[src/rtl/core/ipl_pkg.sv]
// Package: shared constants, codes and types of the address range lookup.
package ipl_pkg;

   // Table geometry
   localparam int TABLE_DEPTH = 1024;
   localparam int SLOT_W      = $clog2(TABLE_DEPTH);
   localparam int COUNT_W     = 11;
   localparam int IDX_W       = COUNT_W + 1;
   localparam int ADDR_W      = 32;
   localparam int OFF_W       = 24;
   localparam int STATUS_W    = 2;

   // CSR port geometry
   localparam int CSR_DATA_W  = 32;
   localparam int CSR_ADDR_W  = 3;

   // Register index, taken from paddr[2]
   localparam logic REG_ENTRY_COUNT = 1'b0;

   // Input item operations
   localparam logic OP_LOAD  = 1'b0;
   localparam logic OP_QUERY = 1'b1;

   // Result status codes
   localparam logic [STATUS_W-1:0] ST_FOUND  = 2'd0;
   localparam logic [STATUS_W-1:0] ST_BELOW  = 2'd1;
   localparam logic [STATUS_W-1:0] ST_BEYOND = 2'd2;

   // One table row
   typedef struct packed {
      logic [ADDR_W-1:0] range_start;
      logic [ADDR_W-1:0] range_end;
      logic [OFF_W-1:0]  location_offset;
   } row_type;

   // Table access request from the sequencer
   typedef struct packed {
      logic              wr_en;
      logic              rd_en;
      logic [SLOT_W-1:0] addr;
      row_type           row;
   } mem_req_type;

endpackage

[src/rtl/core/ipl_csr.sv]
// CSR block: APB-style access to the entry count register, with saturation.
module ipl_csr (
   input  logic                            clock,
   input  logic                            reset,
   input  logic                            csr_psel,
   input  logic                            csr_penable,
   input  logic                            csr_pwrite,
   input  logic [ipl_pkg::CSR_ADDR_W-1:0]  csr_paddr,
   input  logic [ipl_pkg::CSR_DATA_W-1:0]  csr_pwdata,
   output logic [ipl_pkg::CSR_DATA_W-1:0]  csr_prdata,
   output logic                            csr_pready,
   output logic [ipl_pkg::COUNT_W-1:0]     count_sat
);

   logic [ipl_pkg::COUNT_W-1:0] count_ff, count_in;
   logic                        hit_count;
   logic                        wr_xfer;

   assign hit_count = (csr_paddr[2] == ipl_pkg::REG_ENTRY_COUNT);
   assign wr_xfer   = csr_psel && csr_penable && csr_pwrite;

   // Register write on the access cycle
   always_comb begin
      count_in = count_ff;
      if (wr_xfer && hit_count) begin
         count_in = csr_pwdata[ipl_pkg::COUNT_W-1:0];
      end
   end

   always_ff @(posedge clock) begin
      if (reset) begin
         count_ff <= '0;
      end else begin
         count_ff <= count_in;
      end
   end

   // Read back, zero-wait
   assign csr_pready = 1'b1;
   assign csr_prdata = hit_count ? ipl_pkg::CSR_DATA_W'(count_ff) : '0;

   // Clamp the searched count to the table depth
   assign count_sat = (count_ff > ipl_pkg::COUNT_W'(ipl_pkg::TABLE_DEPTH)) ?
                      ipl_pkg::COUNT_W'(ipl_pkg::TABLE_DEPTH) : count_ff;

endmodule

[config.mk]
export PLATFORM = sky130hd
export DESIGN_NAME = ipl_csr
export DESIGN_NICKNAME = d
export VERILOG_FILES = /design/src/rtl/core/ipl_pkg.sv /design/src/rtl/core/ipl_csr.sv
export SDC_FILE = /design/constraint.sdc
export NUM_CORES = 1
export LEC_CHECK = 0
export ABC_AREA = 0
export BUFFER_PORTS_ARGS = -buffer_cell sky130_fd_sc_hd__buf_2
export CAP_MARGIN = 40
export CORE_MARGIN = 8
export CORE_UTILIZATION = 38
export DETAILED_ROUTE_END_ITERATION = 12
export HOLD_SLACK_MARGIN = 0.06
export PLACE_DENSITY = 0.85
export SKIP_LAST_GASP = 1
export SLEW_MARGIN = 15
export SYNTH_ARGS = -nofsm -noshare
export SYNTH_HDL_FRONTEND = slang
export SYNTH_SLANG_ARGS = --single-unit
[constraint.sdc]
create_clock -name clock -period 2.31 [get_ports clock]
set_input_delay 0.1155 -clock clock [delete_from_list [all_inputs] [get_ports clock]]
set_output_delay 0.1155 -clock clock [all_outputs]
set_load 0.05 [all_outputs]
==> qor.csv, run 1 <==
stage,metric,value,unit
outcome,status,"finished, final reports clean",
sta,final_hold_viol_count,0,
final_layout,top_register,count_ff,
cts,cts_setup_buffers,0,
placement,hpwl,1520,um
final_layout,final_cell_mix,"buf_2, nand2b_1, conb_1",
cts,cts-htree-levels,1,
hold_path,holdCritPathClass,input port to flip-flop,
cts,cts.sink_count,11,
routing,drt_wl_total,1840,um
cts,clk_latency,0.26,ns
power,ir_drop,269,uV
final_layout,area_delta_synth_final,14.5,%
logic_synthesis,synth_cell_type_count,11,
cts,clockBufferDepth,2,
logic_synthesis,synth_seq_cells,11,
cts,cts_buffers,3,
routing,drc,0,
floorplan,io-pin-count,84,
cts,cts_tree,yes,
final_layout,drive_gt1_frac,0.323,
setup_path,cp_data_required_time,2.19,ns
routing,ant_nets,0,
global_route,grtUsageTotal,0.0942,
setup_path,cp_slowest_stage_delay,0.60,ns
setup_path,worst-setup-path-type,flip-flop to output port,
setup_path,start_kind,flip-flop,
placement,place_ws,1.17,ns
floorplan,die-area,3930,sq um
power,p_leak,0.498,nW
final_layout,seq_area,220,sq um
sta,max_freq,0.707,GHz
floorplan,die_x,62.7,um
cts,root_buffer,clkbuf_4,
logic_synthesis,synth_top_cell_by_area,dfxtp_1,
global_route,grt_pass1_vias,639,
global_route,grt_max_degree,23,
setup_path,arrival,1.30,ns
floorplan,initial_core_util,0.389,
final_layout,layout.nets,171,
final_layout,largest_reg_flops,11,
logic_synthesis,ys_seq_area_frac,0.266,
final_layout,multi_input_area,477,sq um
logic_synthesis,syn_avg_cell_area,8.63,sq um
sta,setup_slack,0.895,ns
routing,dr.pass1.iters,2,
floorplan,die_h,62.7,um
logic_synthesis,syn-instance-count,96,
setup_path,cp_slowest_cell,dfxtp_1,
global_route,grt_overflow,0,
sta,min_period,1.41,ns
setup_path,crit_path_end_kind,output port,
routing,vias_per_cell,3.98,
global_route,grt_pass1_wl,3100,um
final_layout,antennaDiodeCount,0,
setup_path,critPathMaxFanout,13,
power,power.density,505,nW/um^2
routing,dr_total_vias,629,
cts,ctsResizeCount,0,
sta,rsz0062_at_grt,no,
logic_synthesis,yosysWarningCount,0,
sta,fin_crit_sh,0.612,
logic_synthesis,syn_area,828,sq um
placement,gp_congestion,0.659,
sta,drv_slew,0,
final_layout,reg_top3,count_ff (11),
cts,clk_pin_slew,0.07,ns
placement,numPortBuffers,38,
global_route,antenna_found_initial,0,
logic_synthesis,netlist_top_cells_area,"dfxtp_1, buf_4, nand2b_1, nor2b_1, mux2i_1",
cts,ctsHoldBuffers,0,
routing,drt_iter0_drc,3,
sta,setup_violations,0,
final_layout,nFillCells,241,
final_layout,layout_commonest_cell,buf_2,
sta,fin_tns_setup,0,ns
logic_synthesis,synth_top_area_frac,0.266,
floorplan,coreArea,2130,sq um
routing,wl_per_cell,11.7,um
setup_path,path_cells,"and2b_1, buf_2",
sta,whs,0.105,ns
floorplan,rows,17,
flow_run,max-cap-violations,0,
sta,fin_worst_skew,0,ns
-- cell families (layout without fill, tap and decap cells) --
family,count (synthesis),count (layout),share of synthesized area
buf+inv,28,42,0.249
simple gates,44,44,0.343
flops,11,11,0.266
mux,11,11,0.133
other cells,2,22,0.00907
-- power breakdown --
part / internal [mW] / total [mW] / switching (mW)
sequential: 0.194 / 0.197 / 0.00370
combinational: 0.0292 / 0.151 / 0.122
clock: 0.0667 / 0.130 / 0.0636
-- cell type report --
cell class / instances / share of cell area
clock buffers: 4 / 0.0277
flip-flops and latches: 11 / 0.232
repair buffers: 38 / 0.201
well taps: 28 / 0.0369
multi-input cells: 77 / 0.503
-- final timing paths --
| check | from | end | slack, ns | cells past startpoint |
|---|---|---|---|---|
| hold / removal | csr_pwdata[3] | count_ff[3] | 0.10 | 3 |
| setup / recovery | count_ff[10] | csr_prdata[10] | 0.90 | 2 |
| setup reg to reg | count_ff[10] | count_ff[10] | 1.42 | 2 |
| hold reg to reg | count_ff[0] | count_ff[0] | 0.48 | 2 |
-- through the flow --
| step | area [sq um] | power [mW] | cells | utilization |
|---|---|---|---|---|
| 6_report | 948 | 0.479 | 158 | 0.446 |
| 5_1_grt | 948 | 0.505 | 158 | 0.446 |
| 4_1_cts | 948 | 0.484 | 158 | 0.446 |
| 3_5_place_dp | 922 | 0.352 | 154 | 0.434 |
| 3_3_place_gp | 922 | 0.350 | 154 | 0.434 |
| 2_1_floorplan | 903 | 0.360 | 116 | - |
-- worst max-delay path: cells and delay by family, from the launching register on --
kind,cells,cell delay [ns]
buffers and inverters,1,0.25
flip-flops,1,0.60
AND/OR/NAND/NOR,1,0.18
-- metal layers --
layer	global-route usage	vias to the layer above	part of all wire
met5	0	-	0
li1	-	317	-
met2	0.155	30	0.49
met1	0.0903	280	0.39
met3	0.0663	2	0.12
met4	0.0342	0	0.0043
-- synthesized netlist by cell type --
master,n
mux2i_1,11
buf_4,22
dfxtp_1,11
clkbuf_1,3
and2b_1,1
buf_2,2
nor2b_1,20
nand2b_1,22
buf_12,1
conb_1,2
and4b_4,1
No activity file was read; power rests on OpenSTA's default activity.
==> run 2, diff against run 1 <==
ABC_AREA = 1   (was 0)
CORE_UTILIZATION = 30   (was 38)
PLACE_DENSITY = 0.74   (was 0.85)
clock period = 1.24 ns   (was 2.31 ns; I/O delays follow)
==> run 2 against run 1 <==
Against the previous run:
- clock skew unchanged
- synthesized area shrank 6.8%
- the run now ends with negative setup slack left
- critical path depth increased by 4
- largest cell class unchanged
- register-to-register slack worse by 0.92 ns
- sequential cell count unchanged
- first-iteration DRC count increased to 3.3 times the previous value
- final area up 22%
- combinational power increased to 2.7 times the previous value
==> qor.csv, run 2 <==
stage,metric,value,unit,change
flow_run,max-cap-violations,0,,unchanged
global_route,grt_max_degree,13,,-43%
logic_synthesis,yosysWarningCount,0,,unchanged
sta,rsz0062_at_grt,yes,,
setup_path,path_cells,"nor2_2, nand3_2, nor2_4, nor2_4, nor2_1, buf_6",,
final_layout,final_cell_mix,"nor2_1, buf_2, conb_1",,
sta,fin_crit_sh,1.15,,
logic_synthesis,syn-instance-count,117,,+22%
logic_synthesis,synth_common_cells,"nor2_1, buf_4, inv_1, nor2_2, dfxtp_1",,
setup_path,worst-setup-path-type,flip-flop to output port,,
power,switchingPower,0.439,mW,+130%
logic_synthesis,synth_top_area_frac,0.285,,+0.0194
setup_path,r2r_start,count_ff[5],,
power,combPwrFrac,0.396,,+0.081
sta,fin_tns_setup,-1.67,ns,-1.67 ns
outcome,failed_checks,negative setup slack,,
cts,cts.sink_count,11,,unchanged
logic_synthesis,netlist_top_cells_area,"dfxtp_1, buf_4, nor2_1, nor2_2, o21ai_1",,
setup_path,start_kind,flip-flop,,
sta,min_period,1.42,ns,
logic_synthesis,syn_area,772,sq um,-6.8%
power,switching_share,0.425,,+0.0301
placement,numPortBuffers,38,,unchanged
hold_path,hold-path-endpoint,count_ff[2],,
floorplan,initial_core_util,0.314,,-0.0749
setup_path,crit_path_end_kind,output port,,
routing,vias_per_cell,4.05,,+1.6%
setup_path,reg2reg_depth,3,,+1
logic_synthesis,synth_top_cell_by_area,dfxtp_1,,
floorplan,coreArea,2450,sq um,+15%
outcome,status,"complete, but fails checks",,
global_route,grtUsageTotal,0.101,,+0.00634
sta,whs,0.207,ns,+0.102 ns
cts,cts_buffers,3,,unchanged
sta,fin_worst_skew,0,ns,unchanged
routing,drt_iter0_drc,10,,+7
logic_synthesis,ys_seq_area_frac,0.285,,+0.0194
final_layout,nFillCells,262,,+8.7%
sta,max_freq,0.702,GHz,
final_layout,layout_commonest_cell,nor2_1,,
hold_path,holdPathStages,4,,+1
cts,cts-htree-levels,1,,unchanged
cts,clk_pin_slew,0.07,ns,about the same
setup_path,critPathMaxFanout,5,,-8
routing,ant_nets,0,,unchanged
power,ir_drop,579,uV,+110%
cts,root_buffer,clkbuf_4,,
setup_path,cp_slowest_stage_delay,0.33,ns,-0.27 ns
hold_path,holdCritStartpoint,reset,,
global_route,grt_pass1_vias,825,,+29%
setup_path,reg2reg_to,count_ff[5],,
logic_synthesis,synth_edf_count,0,,unchanged
floorplan,io-pin-count,84,,unchanged
global_route,grt_pass1_wl,3600,um,+16%
sta,maxSlewHeadroom,0.648,,
global_route,antenna_found_initial,0,,unchanged
cts,clk_latency,0.26,ns,about the same
setup_path,cp_slowest_cell,dfxtp_2,,
power,power.density,894,nW/um^2,+77%
final_layout,largest_reg_flops,11,,unchanged
floorplan,die_h,66.7,um,+6.4%
placement,hpwl,1640,um,+8.3%
routing,drc,0,,unchanged
cts,cts_tree,yes,,
final_layout,top_register,count_ff,,
power,seq_power_share,0.365,,-0.047
logic_synthesis,yosys_most_used_dff,dfxtp_1,,
global_route,grt_overflow,0,,unchanged
setup_path,arrival,1.36,ns,+0.06 ns
logic_synthesis,async_flop_share,0,,unchanged
sta,setup_slack,-0.184,ns,-1.08 ns
floorplan,rows,18,,+1
routing,dr_wl_met3,268,um,+18%
final_layout,reg_top3,count_ff (11),,
routing,wl_per_cell,11.7,um,about the same
setup_path,cp_data_required_time,1.18,ns,-1.01 ns
cts,clockBufferDepth,2,,unchanged
logic_synthesis,synth_seq_cells,11,,unchanged
final_layout,area_delta_synth_final,49.4,%,
routing,m1WireLength,905,um,+27%
sta,worst_slew_pin_slew,0.528,ns,
routing,wl_met2,1110,um,+24%
power,pwr-share-clk,0.240,,-0.032
placement,place_ws,0.0238,ns,-1.14 ns
floorplan,die-area,4450,sq um,+13%
logic_synthesis,syn_avg_cell_area,6.60,sq um,-24%
final_layout,antennaDiodeCount,0,,unchanged
power,p_total,1.03,mW,+120%
routing,dr.max_layer_used,met4,,
floorplan,die_x,66.7,um,+6.4%
sta,final_hold_viol_count,0,,unchanged
routing,dr_total_vias,801,,+27%
setup_path,rrSetupSlack,0.50,ns,-0.92 ns
power,internal_power,0.593,mW,+100%
final_layout,layout.nets,209,,+22%
routing,dr.pass1.iters,4,,+2
placement,gp_congestion,0.692,,+5.1%
final_layout,drive_gt1_frac,0.452,,+0.129
logic_synthesis,synth.most_common_cell,nor2_1,,
sta,drv_slew,0,,unchanged
setup_path,crit_path_frequent_cell,nor2_4,,
logic_synthesis,synth_cell_type_count,14,,+3
power,p_leak,0.610,nW,+22%
final_layout,fin_util,0.470,,+0.0240
hold_path,holdCritPathClass,input port to flip-flop,,
routing,drt_wl_total,2310,um,+25%
sta,setup_violations,10,,+10
run 2: cell count changes after synthesis, moves of 2 or more:
| cell | previous run | this run |
|---|---|---|
| nand2b_1 | 22 | 0 |
| nor2_2 | 0 | 12 |
| buf_6 | 0 | 2 |
| o21ai_1 | 0 | 10 |
| nor2_1 | 0 | 37 |
| mux2i_1 | 11 | 0 |
| nand3_1 | 0 | 3 |
| inv_1 | 0 | 12 |
| nor2b_1 | 20 | 0 |
run 2: metrics by stage:
step	instances	instance area (sq um)
final	198	1150
after global routing	198	1150
after CTS	194	1060
after detailed placement	179	882
after global placement	179	882
after floorplan	137	847
run 2: how the worst max path moves through the flow:
stage                 from           end
5_1_grt        count_ff[7]  count_sat[8]
2_1_floorplan  count_ff[2]  count_sat[0]
6_report       count_ff[7]  count_sat[5]
4_1_cts        count_ff[7]  count_sat[7]
3_3_place_gp    csr_pwrite  count_ff[10]
3_5_place_dp    csr_pwrite  count_ff[10]
run 2: timing repair:
item                                    4_1_cts  5_1_grt
buffers inserted                              0        3
cloned                                        0        1
endpoints found under the setup margin       10       10
endpoints found under the hold margin        11        0
gates resized for setup                      14       24
pin swaps                                     0        3
hold buffers                                 11        0
run 2: metal layers:
metal / track usage / up-vias
met5: 0 / -
met4: 0.0320 / 0
met3: 0.0302 / 4
met2: 0.176 / 38
met1: 0.113 / 353
li1: - / 406
run 2: power by group through the flow:
stage | Sequential, mW | Combinational (mW) | Clock (mW)
5_1_grt | 0.377 | 0.432 | 0.269
3_3_place_gp | 0.382 | 0.334 | 0
2_1_floorplan | 0.380 | 0.336 | 0
4_1_cts | 0.374 | 0.374 | 0.248
6_report | 0.376 | 0.408 | 0.247
3_5_place_dp | 0.382 | 0.336 | 0
run 2: kinds of logic (layout without fill, tap and decap cells):
logic type,after synthesis,count (layout),synth area share
flip-flops,11,11,0.285
AO/OA/AOI/OAI,11,11,0.0713
AND/OR/NAND/NOR,53,54,0.311
buffers and inverters,40,70,0.323
other,2,22,0.00973
run 2: cell type report:
type | count | area [sq um] | area share
sequential | 11 | 226 | 0.196
clock buffer | 4 | 26.3 | 0.0228
multi-input combinational | 87 | 422 | 0.366
inverter | 13 | 48.8 | 0.0423
timing repair buffer | 53 | 393 | 0.341
tap | 30 | 37.5 | 0.0325
run 2: worst max-delay path: cells and delay by family (launching register included):
family	cells	cell delay (ns)
buf+inv	1	0.18
flops	1	0.33
simple gates	5	0.59
