[src/rtl/core/ipl_pkg.sv]
// Package: shared constants, codes and types of the address range lookup.
package ipl_pkg;

   // Table geometry
   localparam int TABLE_DEPTH = 1024;
   localparam int SLOT_W      = $clog2(TABLE_DEPTH);
   localparam int COUNT_W     = 11;
   localparam int IDX_W       = COUNT_W + 1;
   localparam int ADDR_W      = 32;
   localparam int OFF_W       = 24;
   localparam int STATUS_W    = 2;

   // CSR port geometry
   localparam int CSR_DATA_W  = 32;
   localparam int CSR_ADDR_W  = 3;

   // Register index, taken from paddr[2]
   localparam logic REG_ENTRY_COUNT = 1'b0;

   // Input item operations
   localparam logic OP_LOAD  = 1'b0;
   localparam logic OP_QUERY = 1'b1;

   // Result status codes
   localparam logic [STATUS_W-1:0] ST_FOUND  = 2'd0;
   localparam logic [STATUS_W-1:0] ST_BELOW  = 2'd1;
   localparam logic [STATUS_W-1:0] ST_BEYOND = 2'd2;

   // One table row
   typedef struct packed {
      logic [ADDR_W-1:0] range_start;
      logic [ADDR_W-1:0] range_end;
      logic [OFF_W-1:0]  location_offset;
   } row_type;

   // Table access request from the sequencer
   typedef struct packed {
      logic              wr_en;
      logic              rd_en;
      logic [SLOT_W-1:0] addr;
      row_type           row;
   } mem_req_type;

endpackage

[src/rtl/core/ipl_if.sv]
// Interfaces: request and response channels of the address range lookup.
interface ipl_req_if;
   logic                         valid;
   logic                         ready;
   logic                         opcode;
   logic [ipl_pkg::SLOT_W-1:0]   entry_slot;
   logic [ipl_pkg::ADDR_W-1:0]   range_start;
   logic [ipl_pkg::ADDR_W-1:0]   range_end;
   logic [ipl_pkg::OFF_W-1:0]    location_offset;
   logic [ipl_pkg::ADDR_W-1:0]   query_address;

   modport source (output valid, opcode, entry_slot, range_start, range_end,
                   location_offset, query_address, input ready);
   modport sink   (input valid, opcode, entry_slot, range_start, range_end,
                   location_offset, query_address, output ready);
endinterface

interface ipl_rsp_if;
   logic                         valid;
   logic                         ready;
   logic [ipl_pkg::STATUS_W-1:0] status;
   logic [ipl_pkg::SLOT_W-1:0]   match_slot;
   logic [ipl_pkg::OFF_W-1:0]    match_offset;

   modport source (output valid, status, match_slot, match_offset, input ready);
   modport sink   (input valid, status, match_slot, match_offset, output ready);
endinterface

[src/rtl/core/ipl_search.sv]
// Search sequencer: binary search over the table with one shared comparator.
module ipl_search (
   input  logic                        clock,
   input  logic                        reset,
   input  logic [ipl_pkg::COUNT_W-1:0] count_sat,
   ipl_req_if.sink                     req_chan,
   ipl_rsp_if.source                   rsp_chan,
   output ipl_pkg::mem_req_type        mem_req,
   input  ipl_pkg::row_type            rd_row
);

   typedef enum logic [4:0] {
      S_IDLE    = 5'b00001,
      S_PROBE   = 5'b00010,
      S_COMPARE = 5'b00100,
      S_FETCH   = 5'b01000,
      S_CHECK   = 5'b10000
   } state_type;

   state_type                           state_ff, state_in;
   logic [ipl_pkg::COUNT_W-1:0]         lo_ff, lo_in;
   logic signed [ipl_pkg::IDX_W-1:0]    hi_ff, hi_in;
   logic [ipl_pkg::ADDR_W-1:0]          addr_ff, addr_in;
   logic                                below_ff, below_in;

   logic                                rsp_valid_ff, rsp_valid_in;
   logic [ipl_pkg::STATUS_W-1:0]        status_ff, status_in;
   logic [ipl_pkg::SLOT_W-1:0]          slot_ff, slot_in;
   logic [ipl_pkg::OFF_W-1:0]           offset_ff, offset_in;

   logic                                req_xfer;
   logic                                out_free;
   logic [ipl_pkg::IDX_W-1:0]           mid_sum;
   logic [ipl_pkg::SLOT_W-1:0]          mid;
   logic [ipl_pkg::COUNT_W-1:0]         lo_next;
   logic signed [ipl_pkg::IDX_W-1:0]    hi_next;
   logic [ipl_pkg::ADDR_W-1:0]          cmp_a, cmp_b;
   logic                                cmp_gt;

   assign req_chan.ready = (state_ff == S_IDLE);
   assign req_xfer       = req_chan.valid && req_chan.ready;
   assign out_free       = !rsp_valid_ff || rsp_chan.ready;

   // Probe index; lo and hi are both non-negative while probing
   assign mid_sum = ipl_pkg::IDX_W'(lo_ff) + ipl_pkg::IDX_W'(hi_ff);
   assign mid     = mid_sum[ipl_pkg::SLOT_W:1];

   // Shared comparator: start > address while probing, address > end at check
   always_comb begin
      if (state_ff == S_CHECK) begin
         cmp_a = addr_ff;
         cmp_b = rd_row.range_end;
      end else begin
         cmp_a = rd_row.range_start;
         cmp_b = addr_ff;
      end
   end
   assign cmp_gt = (cmp_a > cmp_b);

   // Bound update after a probe
   always_comb begin
      lo_next = lo_ff;
      hi_next = hi_ff;
      if (cmp_gt) begin
         hi_next = $signed(ipl_pkg::IDX_W'(mid)) - ipl_pkg::IDX_W'(1);
      end else begin
         lo_next = ipl_pkg::COUNT_W'(mid) + ipl_pkg::COUNT_W'(1);
      end
   end

   // Table access
   always_comb begin
      mem_req.wr_en                = 1'b0;
      mem_req.rd_en                = 1'b0;
      mem_req.addr                 = hi_ff[ipl_pkg::SLOT_W-1:0];
      mem_req.row.range_start      = req_chan.range_start;
      mem_req.row.range_end        = req_chan.range_end;
      mem_req.row.location_offset  = req_chan.location_offset;
      if (state_ff == S_IDLE) begin
         mem_req.addr  = req_chan.entry_slot;
         mem_req.wr_en = req_xfer && (req_chan.opcode == ipl_pkg::OP_LOAD);
      end else if (state_ff == S_PROBE) begin
         mem_req.addr  = mid;
         mem_req.rd_en = 1'b1;
      end else if (state_ff == S_FETCH) begin
         mem_req.rd_en = 1'b1;
      end
   end

   // Sequencer
   always_comb begin
      state_in  = state_ff;
      lo_in     = lo_ff;
      hi_in     = hi_ff;
      addr_in   = addr_ff;
      below_in  = below_ff;
      status_in = status_ff;
      slot_in   = slot_ff;
      offset_in = offset_ff;
      rsp_valid_in = rsp_valid_ff && !rsp_chan.ready;
      unique case (state_ff)
         S_IDLE: begin
            if (req_xfer && (req_chan.opcode == ipl_pkg::OP_QUERY)) begin
               lo_in   = '0;
               hi_in   = $signed(ipl_pkg::IDX_W'(count_sat)) - ipl_pkg::IDX_W'(1);
               addr_in = req_chan.query_address;
               if (count_sat == '0) begin
                  below_in = 1'b1;
                  state_in = S_CHECK;
               end else begin
                  below_in = 1'b0;
                  state_in = S_PROBE;
               end
            end
         end
         S_PROBE: begin
            state_in = S_COMPARE;
         end
         S_COMPARE: begin
            lo_in = lo_next;
            hi_in = hi_next;
            if ($signed({1'b0, lo_next}) <= hi_next) begin
               state_in = S_PROBE;
            end else if (hi_next[ipl_pkg::IDX_W-1]) begin
               below_in = 1'b1;
               state_in = S_CHECK;
            end else begin
               state_in = S_FETCH;
            end
         end
         S_FETCH: begin
            state_in = S_CHECK;
         end
         S_CHECK: begin
            // Issue the result once the output register is free
            if (out_free) begin
               rsp_valid_in = 1'b1;
               state_in     = S_IDLE;
               if (below_ff) begin
                  status_in = ipl_pkg::ST_BELOW;
                  slot_in   = '0;
                  offset_in = '0;
               end else if (cmp_gt) begin
                  status_in = ipl_pkg::ST_BEYOND;
                  slot_in   = hi_ff[ipl_pkg::SLOT_W-1:0];
                  offset_in = '0;
               end else begin
                  status_in = ipl_pkg::ST_FOUND;
                  slot_in   = hi_ff[ipl_pkg::SLOT_W-1:0];
                  offset_in = rd_row.location_offset;
               end
            end
         end
         default: begin
            state_in = S_IDLE;
         end
      endcase
   end

   always_ff @(posedge clock) begin
      if (reset) begin
         state_ff     <= S_IDLE;
         rsp_valid_ff <= 1'b0;
      end else begin
         state_ff     <= state_in;
         rsp_valid_ff <= rsp_valid_in;
      end
   end

   always_ff @(posedge clock) begin
      lo_ff     <= lo_in;
      hi_ff     <= hi_in;
      addr_ff   <= addr_in;
      below_ff  <= below_in;
      status_ff <= status_in;
      slot_ff   <= slot_in;
      offset_ff <= offset_in;
   end

   // Output register
   assign rsp_chan.valid        = rsp_valid_ff;
   assign rsp_chan.status       = status_ff;
   assign rsp_chan.match_slot   = slot_ff;
   assign rsp_chan.match_offset = offset_ff;

endmodule
[src/flat_wrapper.sv]
// flat-port wrapper written by rule: the top's interface ports become plain ports
module ipl_search_flat 
  (clock, reset, count_sat, mem_req, rd_row, req_chan_valid, req_chan_opcode, req_chan_entry_slot, req_chan_range_start, req_chan_range_end, req_chan_location_offset, req_chan_query_address, req_chan_ready, rsp_chan_valid, rsp_chan_status, rsp_chan_match_slot, rsp_chan_match_offset, rsp_chan_ready);
  ipl_req_if req_chan_i ();
  ipl_rsp_if rsp_chan_i ();
  input  logic clock;
  input  logic reset;
  input  logic [ipl_pkg::COUNT_W-1:0] count_sat;
  output ipl_pkg::mem_req_type mem_req;
  input  ipl_pkg::row_type rd_row;
  input wire logic [$bits(req_chan_i.valid)-1:0] req_chan_valid;
  input wire logic [$bits(req_chan_i.opcode)-1:0] req_chan_opcode;
  input wire logic [$bits(req_chan_i.entry_slot)-1:0] req_chan_entry_slot;
  input wire logic [$bits(req_chan_i.range_start)-1:0] req_chan_range_start;
  input wire logic [$bits(req_chan_i.range_end)-1:0] req_chan_range_end;
  input wire logic [$bits(req_chan_i.location_offset)-1:0] req_chan_location_offset;
  input wire logic [$bits(req_chan_i.query_address)-1:0] req_chan_query_address;
  output wire logic [$bits(req_chan_i.ready)-1:0] req_chan_ready;
  output wire logic [$bits(rsp_chan_i.valid)-1:0] rsp_chan_valid;
  output wire logic [$bits(rsp_chan_i.status)-1:0] rsp_chan_status;
  output wire logic [$bits(rsp_chan_i.match_slot)-1:0] rsp_chan_match_slot;
  output wire logic [$bits(rsp_chan_i.match_offset)-1:0] rsp_chan_match_offset;
  input wire logic [$bits(rsp_chan_i.ready)-1:0] rsp_chan_ready;
  assign req_chan_i.valid = req_chan_valid;
  assign req_chan_i.opcode = req_chan_opcode;
  assign req_chan_i.entry_slot = req_chan_entry_slot;
  assign req_chan_i.range_start = req_chan_range_start;
  assign req_chan_i.range_end = req_chan_range_end;
  assign req_chan_i.location_offset = req_chan_location_offset;
  assign req_chan_i.query_address = req_chan_query_address;
  assign req_chan_ready = req_chan_i.ready;
  assign rsp_chan_valid = rsp_chan_i.valid;
  assign rsp_chan_status = rsp_chan_i.status;
  assign rsp_chan_match_slot = rsp_chan_i.match_slot;
  assign rsp_chan_match_offset = rsp_chan_i.match_offset;
  assign rsp_chan_i.ready = rsp_chan_ready;
  ipl_search u_core (.clock(clock), .reset(reset), .count_sat(count_sat), .req_chan(req_chan_i), .rsp_chan(rsp_chan_i), .mem_req(mem_req), .rd_row(rd_row));
endmodule
[config.mk]
export PLATFORM = sky130hd
export DESIGN_NAME = ipl_search_flat
export DESIGN_NICKNAME = d
export VERILOG_FILES = /design/src/rtl/core/ipl_pkg.sv /design/src/rtl/core/ipl_if.sv /design/src/rtl/core/ipl_search.sv /design/src/flat_wrapper.sv
export SDC_FILE = /design/constraint.sdc
export NUM_CORES = 1
export LEC_CHECK = 0
export BUFFER_PORTS_ARGS = -buffer_cell sky130_fd_sc_hd__buf_4
export CORE_AREA = 2 2 145 147
export CTS_BUF_LIST = sky130_fd_sc_hd__clkbuf_16
export DETAILED_ROUTE_END_ITERATION = 12
export DIE_AREA = 0 0 147 149
export HOLD_SLACK_MARGIN = 0.08
export PLACE_DENSITY_LB_ADDON = 0.1
export SLEW_MARGIN = 10
export SYNTH_ARGS = -nofsm -noshare
export SYNTH_HDL_FRONTEND = slang
export SYNTH_SLANG_ARGS = --single-unit
[constraint.sdc]
create_clock -name clock -period 6.52 [get_ports clock]
set_input_delay 1.304 -clock clock [delete_from_list [all_inputs] [get_ports clock]]
set_output_delay 1.304 -clock clock [all_outputs]
set_load 0.05 [all_outputs]
==> results_dict.tcl, run 1 <==
set metrics [dict create \
    stdcell_count 1089 \
    final_area_sq_um 8790 \
    synth_area_per_cell_sq_um 10.4 \
    async_flop_share 0 \
    yosysUniqueCellTypes 72 \
    first_iter_violations 275 \
    fin_nets 1100 \
    clockBufferDepth 2 \
    cts_sinks 98 \
    cts_tree "done" \
    min_from "u_core.rsp_chan.valid" \
    finalCritPeriodShare 0.832 \
    rrSetupSlack_ns 1.09 \
    cts_buffers 9 \
    multi_input_area_sq_um 3720 \
    drc 0 \
    met2_usage 0.300 \
    critical_path_class "reg2reg" \
    synth.cell_area_sq_um 7430 \
    via_count 5555 \
    syn-num-nets 1007 \
    setup_tns_ns 0 \
    ctsResizeCount 0 \
    drv_cap 0 \
    grt_overflow 0 \
    arrival_ns 5.67 \
    area_growth_pct 18.3 \
    grt_use_total 0.178 \
    antenna_found_initial 1 \
    drive_above_1_share 0.331 \
    status "completed" \
    fmax_ghz 0.184 \
    holdWs_ns 0.593 \
    rsz0062_at_grt "no" \
    die_width_um 147 \
    grt_pass1_vias 5588 \
    grt_pass1_wl_um 30300 \
    startpoint_type "flop" \
    yosysWarnings 0 \
    seq_area_sq_um 2880 \
    skew_ns 0.00889 \
    synth_edf_count 92 \
    min_path_cells 2 \
    clock_latency_ns 0.36 \
    dieHeight_um 149 \
    rows 53 \
    powerDensity_nw_per_um2 296 \
    dieArea_sq_um 21900 \
    critical_path_required_ns 6.77 \
    relSlewSlack 0.318 \
    cts-hold-fix-buffers 0 \
    slew_violations 0 \
    ys_seq_area_frac 0.388 \
    final_antenna_net_count 0 \
    port_buffers 195 \
    hold_viol_final 0 \
    ys_ff_latch 98 \
    dr.pass1.iters 5 \
    tightest_slew_ns 1.02 \
    hpwl_um 15800 \
    postCtsSetupBuffers 0 \
    pre_cts_ws_ns 0.990 \
    p_leak_nw 3.83 \
    place_area_sq_um 8500 \
    met3_usage 0.0434 \
    r2r-end "u_core.state_ff[3]" \
    hold_end "u_core.rsp_chan.valid" \
    grt-busiest-layer "met2" \
    io-pin-count 372 \
    fillers 2021 \
    cts_root_buf "clkbuf_16" \
    detail_route.vias_per_cell 5.10 \
    cts-htree-levels 3 \
    finalSetupViolCount 0 \
    wl_per_cell_um 18.1 \
    min_period_ns 5.43 \
    ys.flop_type "edfxtp_1" \
    initial_utilization 0.361 \
    drt_wl_total_um 19700 \
    cp_max_fo 35 \
    grt_max_degree 37 \
    ir_drop_uv 137 \
    worstSetupEndpointType "flop" \
    syn_inst 716 \
    routabilityCongestion 0.904 \
    core_sq_um 20600 \
    path_clk_slew_ns 0.07 \
    setup_slack_ns 1.09 \
    met1_usage 0.223 \
    placed_cells 1073 \
    reg2reg_depth 19 \
    rr_startpoint "u_core.state_ff[1]" \
    hold_class "reg2reg" \
]
registers in the layout, summed over array words and instances, names as in the netlist:
name,count
u_core.addr_ff,32
u_core.rsp_chan.match_offset,24
u_core.hi_ff,12
u_core.lo_ff,11
u_core.rsp_chan.match_slot,10
u_core.state_ff,5
u_core.rsp_chan.status,2
u_core.below_ff,1
u_core.rsp_chan.valid,1
layer usage:
layer / part of all wire / vias to the layer above / wire length [um]
met3: 0.070 / 53 / 1390
li1: - / 2710 / -
met5: 0 / - / 0
met2: 0.48 / 215 / 9450
met1: 0.43 / 2577 / 8410
met4: 0.025 / 0 / 484
how the worst max path moves through the flow:
stage                             startpoint            endpoint  slack [ns]  depth (start not counted)
final                     u_core.state_ff[1]  u_core.state_ff[3]        1.09                         19
after global routing      u_core.state_ff[1]  u_core.state_ff[1]        0.57                         21
after CTS                 u_core.state_ff[1]  u_core.state_ff[1]        1.03                         21
after detailed placement          rd_row[70]  u_core.state_ff[3]        0.99                         19
after global placement            rd_row[67]  u_core.state_ff[3]        1.05                         19
after floorplan                   rd_row[70]  u_core.state_ff[3]        1.44                         20
power breakdown:
part           leakage [nW]  internal, W  switching (W)
logic                  2.80     0.000468       0.000777
registers             0.901     0.000771      0.0000511
clock network         0.134     0.000293       0.000241
cells by family (layout without fill, tap and decap cells):
group                    Yosys count  after routing  synth area share
flip-flops                        98             98             0.388
adder cells (fa/ha/maj)           57             57            0.0970
buffers and inverters            130            227             0.114
AO/OA/AOI/OAI                    111            111            0.0960
multiplexers                      80             80             0.114
other                              0              1                 0
AND/OR/NAND/NOR                  210            210             0.156
XOR/XNOR                          30             30            0.0354
placed cells by master, fill, tap and decap left out, types with 2 or more instances in the layout:
| cell type | n |
|---|---|
| nor2_2 | 2 |
| mux2_2 | 35 |
| o41ai_1 | 2 |
| nor2b_1 | 14 |
| nor2_1 | 47 |
| o21ai_1 | 5 |
| xnor2_1 | 16 |
| inv_1 | 14 |
| nor4_1 | 7 |
| nand2_1 | 39 |
| buf_4 | 197 |
| o22ai_1 | 3 |
| clkinv_1 | 3 |
| o21a_1 | 4 |
| ha_1 | 56 |
| clkbuf_16 | 9 |
| o31ai_1 | 3 |
| nand3_1 | 14 |
| a211oi_2 | 2 |
| and4_1 | 3 |
| and2_1 | 36 |
| xor2_1 | 14 |
| a311oi_1 | 2 |
| a21oi_1 | 36 |
| mux2i_1 | 45 |
| nand2b_1 | 3 |
| edfxtp_1 | 92 |
| a221oi_1 | 5 |
| nor3_1 | 9 |
| and3_1 | 3 |
| a21oi_2 | 4 |
| o21ai_0 | 28 |
| or4_1 | 2 |
| nand4_1 | 9 |
| a21o_1 | 4 |
| dfxtp_1 | 6 |
synth_stat cells, drive strengths merged, types with 11 or more instances:
cell type,count,area [sq um]
a21oi,40,215
and2,37,231
buf,104,749
clkbuf,12,45.0
edfxtp,92,2760
ha,56,701
inv,14,52.6
mux2,35,394
mux2i,45,450
nand2,39,146
nand3,16,85.1
nor2,49,186
nor2b,15,93.8
nor3,11,71.3
o21ai,33,165
xnor2,16,140
xor2,14,123
per-stage QoR:
stage / power [W] / utilization
after floorplan: 0.00188 / -
after global placement: 0.00207 / 0.414
after detailed placement: 0.00208 / 0.414
after CTS: 0.00263 / 0.427
after global routing: 0.00278 / 0.427
final: 0.00260 / 0.427
worst max-delay path: stages (launching register included):
cell       delay (ns)
dfxtp_1          0.35
nor2_1           0.26
nand3_4          0.47
buf_12           0.38
mux2_2           0.29
ha_1             0.32
nand4_1          0.16
nand4bb_1        0.33
a311oi_1         0.42
or2_1            0.59
mux2i_1          0.33
ha_1             0.18
nor2b_1          0.04
o21a_1           0.16
o21a_1           0.16
o41ai_1          0.25
a21oi_1          0.11
nor4_1           0.17
nor2_1           0.11
and4_1           0.21
final cells by class:
| type | instances | area share |
|---|---|---|
| antenna | 1 | 0.000285 |
| timing repair buffer | 198 | 0.171 |
| multi-input combinational | 488 | 0.424 |
| clock buffer | 9 | 0.0256 |
| inverter | 14 | 0.00598 |
| tap | 275 | 0.0392 |
| sequential | 98 | 0.328 |
| clock inverter | 6 | 0.00655 |
(Power assumes the default switching activity.)
==> inputs of run 2 (changes only) <==
CORE_AREA = 2 2 143 145   (was 2 2 145 147)
DIE_AREA = 0 0 145 147   (was 0 0 147 149)
clock period = 4.7 ns   (was 6.52 ns; I/O delays follow)
==> run 2 against run 1 <==
Compared with the run above: final area up 7.9%; global-route usage up 0.39 points; total power is 49% higher; routed wire length is 1.6% higher; highest routed layer unchanged; via count rose by 5.4%; cell count rose by 4.9%.
==> results_dict.tcl, run 2 (same netlist as run 1, synthesis figures left out) <==
set metrics [dict create \
    grt_use_total 0.182 \
    slowest_delay_ns 0.59 \
    tightest_slew_ns 0.987 \
    drc 0 \
    slew_violations 0 \
    min_period_ns 4.52 \
    setup_slack_ns 0.179 \
    p_leak_nw 4.21 \
    clock_latency_ns 0.36 \
    crit_chain "nor2_4, nand3_4, buf_6, buf_12, mux2_2, ha_1, nand4_1, or4_4, nor2_4, o22ai_2, nor2_2, buf_6, buf_4, nor2_1, a21oi_2, ha_4, o21a_1, o21a_1, o41ai_2, a21oi_1, nor4_1, nor2_1, and4_1" \
    clockBufferDepth 2 \
    dr.pass1.iters 4 \
    relSlewSlack 0.341 \
    skew_ns 0.0106 \
    path_buf_inv 4 \
    hold_class "reg2reg" \
    pre_cts_ws_ns -0.316 \
    cts-htree-levels 3 \
    final_antenna_net_count 0 \
    largest-register "u_core.addr_ff" \
    via_count 5853 \
    wl_per_cell_um 17.6 \
    met1_usage 0.224 \
    cts-hold-fix-buffers 0 \
    detail_route.vias_per_cell 5.13 \
    grt_pass1_wl_um 31100 \
    status "completed" \
    ir_drop_uv 208 \
    cts_tree "done" \
    hpwl_um 15500 \
    met3_usage 0.0643 \
    drt_wl_total_um 20100 \
    grt-busiest-layer "met2" \
    finalPower_w 0.00388 \
    final_common_cell "buf_4" \
    final_cell_mix "buf_4, edfxtp_1, ha_1, mux2i_1, nor2_1" \
    powerDensity_nw_per_um2 409 \
    routabilityCongestion 0.903 \
    io-pin-count 372 \
    rows 52 \
    fmax_ghz 0.221 \
    cts_sinks 98 \
    fin_util 0.478 \
    dieArea_sq_um 21300 \
    finalCritPeriodShare 0.962 \
    initial_utilization 0.374 \
    critical_path_required_ns 4.94 \
    finalSetupViolCount 0 \
    met2_usage 0.296 \
    die_width_um 145 \
    core_sq_um 19800 \
    largest_register_ffs 32 \
    first_iter_violations 243 \
    dieHeight_um 147 \
    area_growth_pct 27.6 \
    cp_max_fo 9 \
    cts_buffers 9 \
    cts_root_buf "clkbuf_16" \
    drv_cap 0 \
    path_clk_slew_ns 0.07 \
    antenna_found_initial 0 \
    worstSetupEndpointType "flop" \
    rsz0062_at_grt "yes" \
    grt_max_degree 37 \
    slowest_stage "or4_4" \
    arrival_ns 4.77 \
    critical_path_class "reg2reg" \
    drive_above_1_share 0.412 \
    grt_pass1_vias 6121 \
    rrSetupSlack_ns 0.18 \
    grt_overflow 0 \
    port_buffers 195 \
    critPathTopFamily "simple AND/OR/NAND/NOR gates" \
    hold_viol_final 0 \
    fin_nets 1158 \
    antennaDiodeCount 0 \
    startpoint_type "flop" \
]
==> run 2: changes by cell type in the layout (fill, tap and decap cells not counted), moves of 4 or more <==
cell / change
buf_4: +50
buf_6: +4
dfxtp_1: -4
dfxtp_2: +4
nor2_1: -4
==> run 2: path summary, 6_finish.rpt <==
check / cells after the start / start / end
setup / recovery: 23 / u_core.state_ff[1] / u_core.state_ff[3]
hold / removal: 2 / u_core.rsp_chan.valid / u_core.rsp_chan.valid
setup reg to reg: 23 / u_core.state_ff[1] / u_core.state_ff[3]
hold reg to reg: 2 / u_core.rsp_chan.valid / u_core.rsp_chan.valid
==> run 2: through the flow <==
stage	instances	area, sq um	hold WS [ns]	setup TNS (ns)
CTS	1128	9170	0.574	0
global route	1142	9480	0.610	-0.156
finish	1142	9480	0.558	0
global placement	1111	8840	0.561	-0.381
detailed placement	1111	8840	0.556	-0.597
floorplan	716	7450	0.492	0
==> run 2: worst register-to-register path, delay by kind of cell, from the launching register on <==
family                     cells  cell delay, ns
DFF                            1            0.34
AOI/OAI and AO/OA              6            0.87
and+or+nand+nor               10            1.82
adders and majority gates      2            0.53
muxes                          1            0.28
buffers and inverters          4            0.59
==> run 2: metal layers <==
metal	vias up	wire [um]
met1	2741	8710
met3	45	1490
met2	248	9370
li1	2819	-
met4	0	480
met5	-	0
==> run 2: power by group <==
part,switching [W],total [W],internal [W]
Sequential,0.0000708,0.00114,0.00107
Clock,0.000380,0.000756,0.000376
Combinational,0.00117,0.00198,0.000813
Total,0.00162,0.00388,0.00226
==> run 2: area by class of cell <==
class                           count  area (sq um)
Clock buffer                        9           225
Clock inverter                      7          71.3
Fill cell                        1878         10400
Inverter                           14          52.6
Multi-Input combinational cell    488          3900
Sequential cell                    98          2890
Tap cell                          270           338
Timing Repair Buffer              256          2000
==> run 2: what timing repair did <==
action / 4_1_cts / 5_1_grt
pin swaps: 1 / 6
setup endpoints to repair: 2 / 2
cloned: 0 / 1
buffers inserted: 1 / 13
resized for setup: 5 / 40
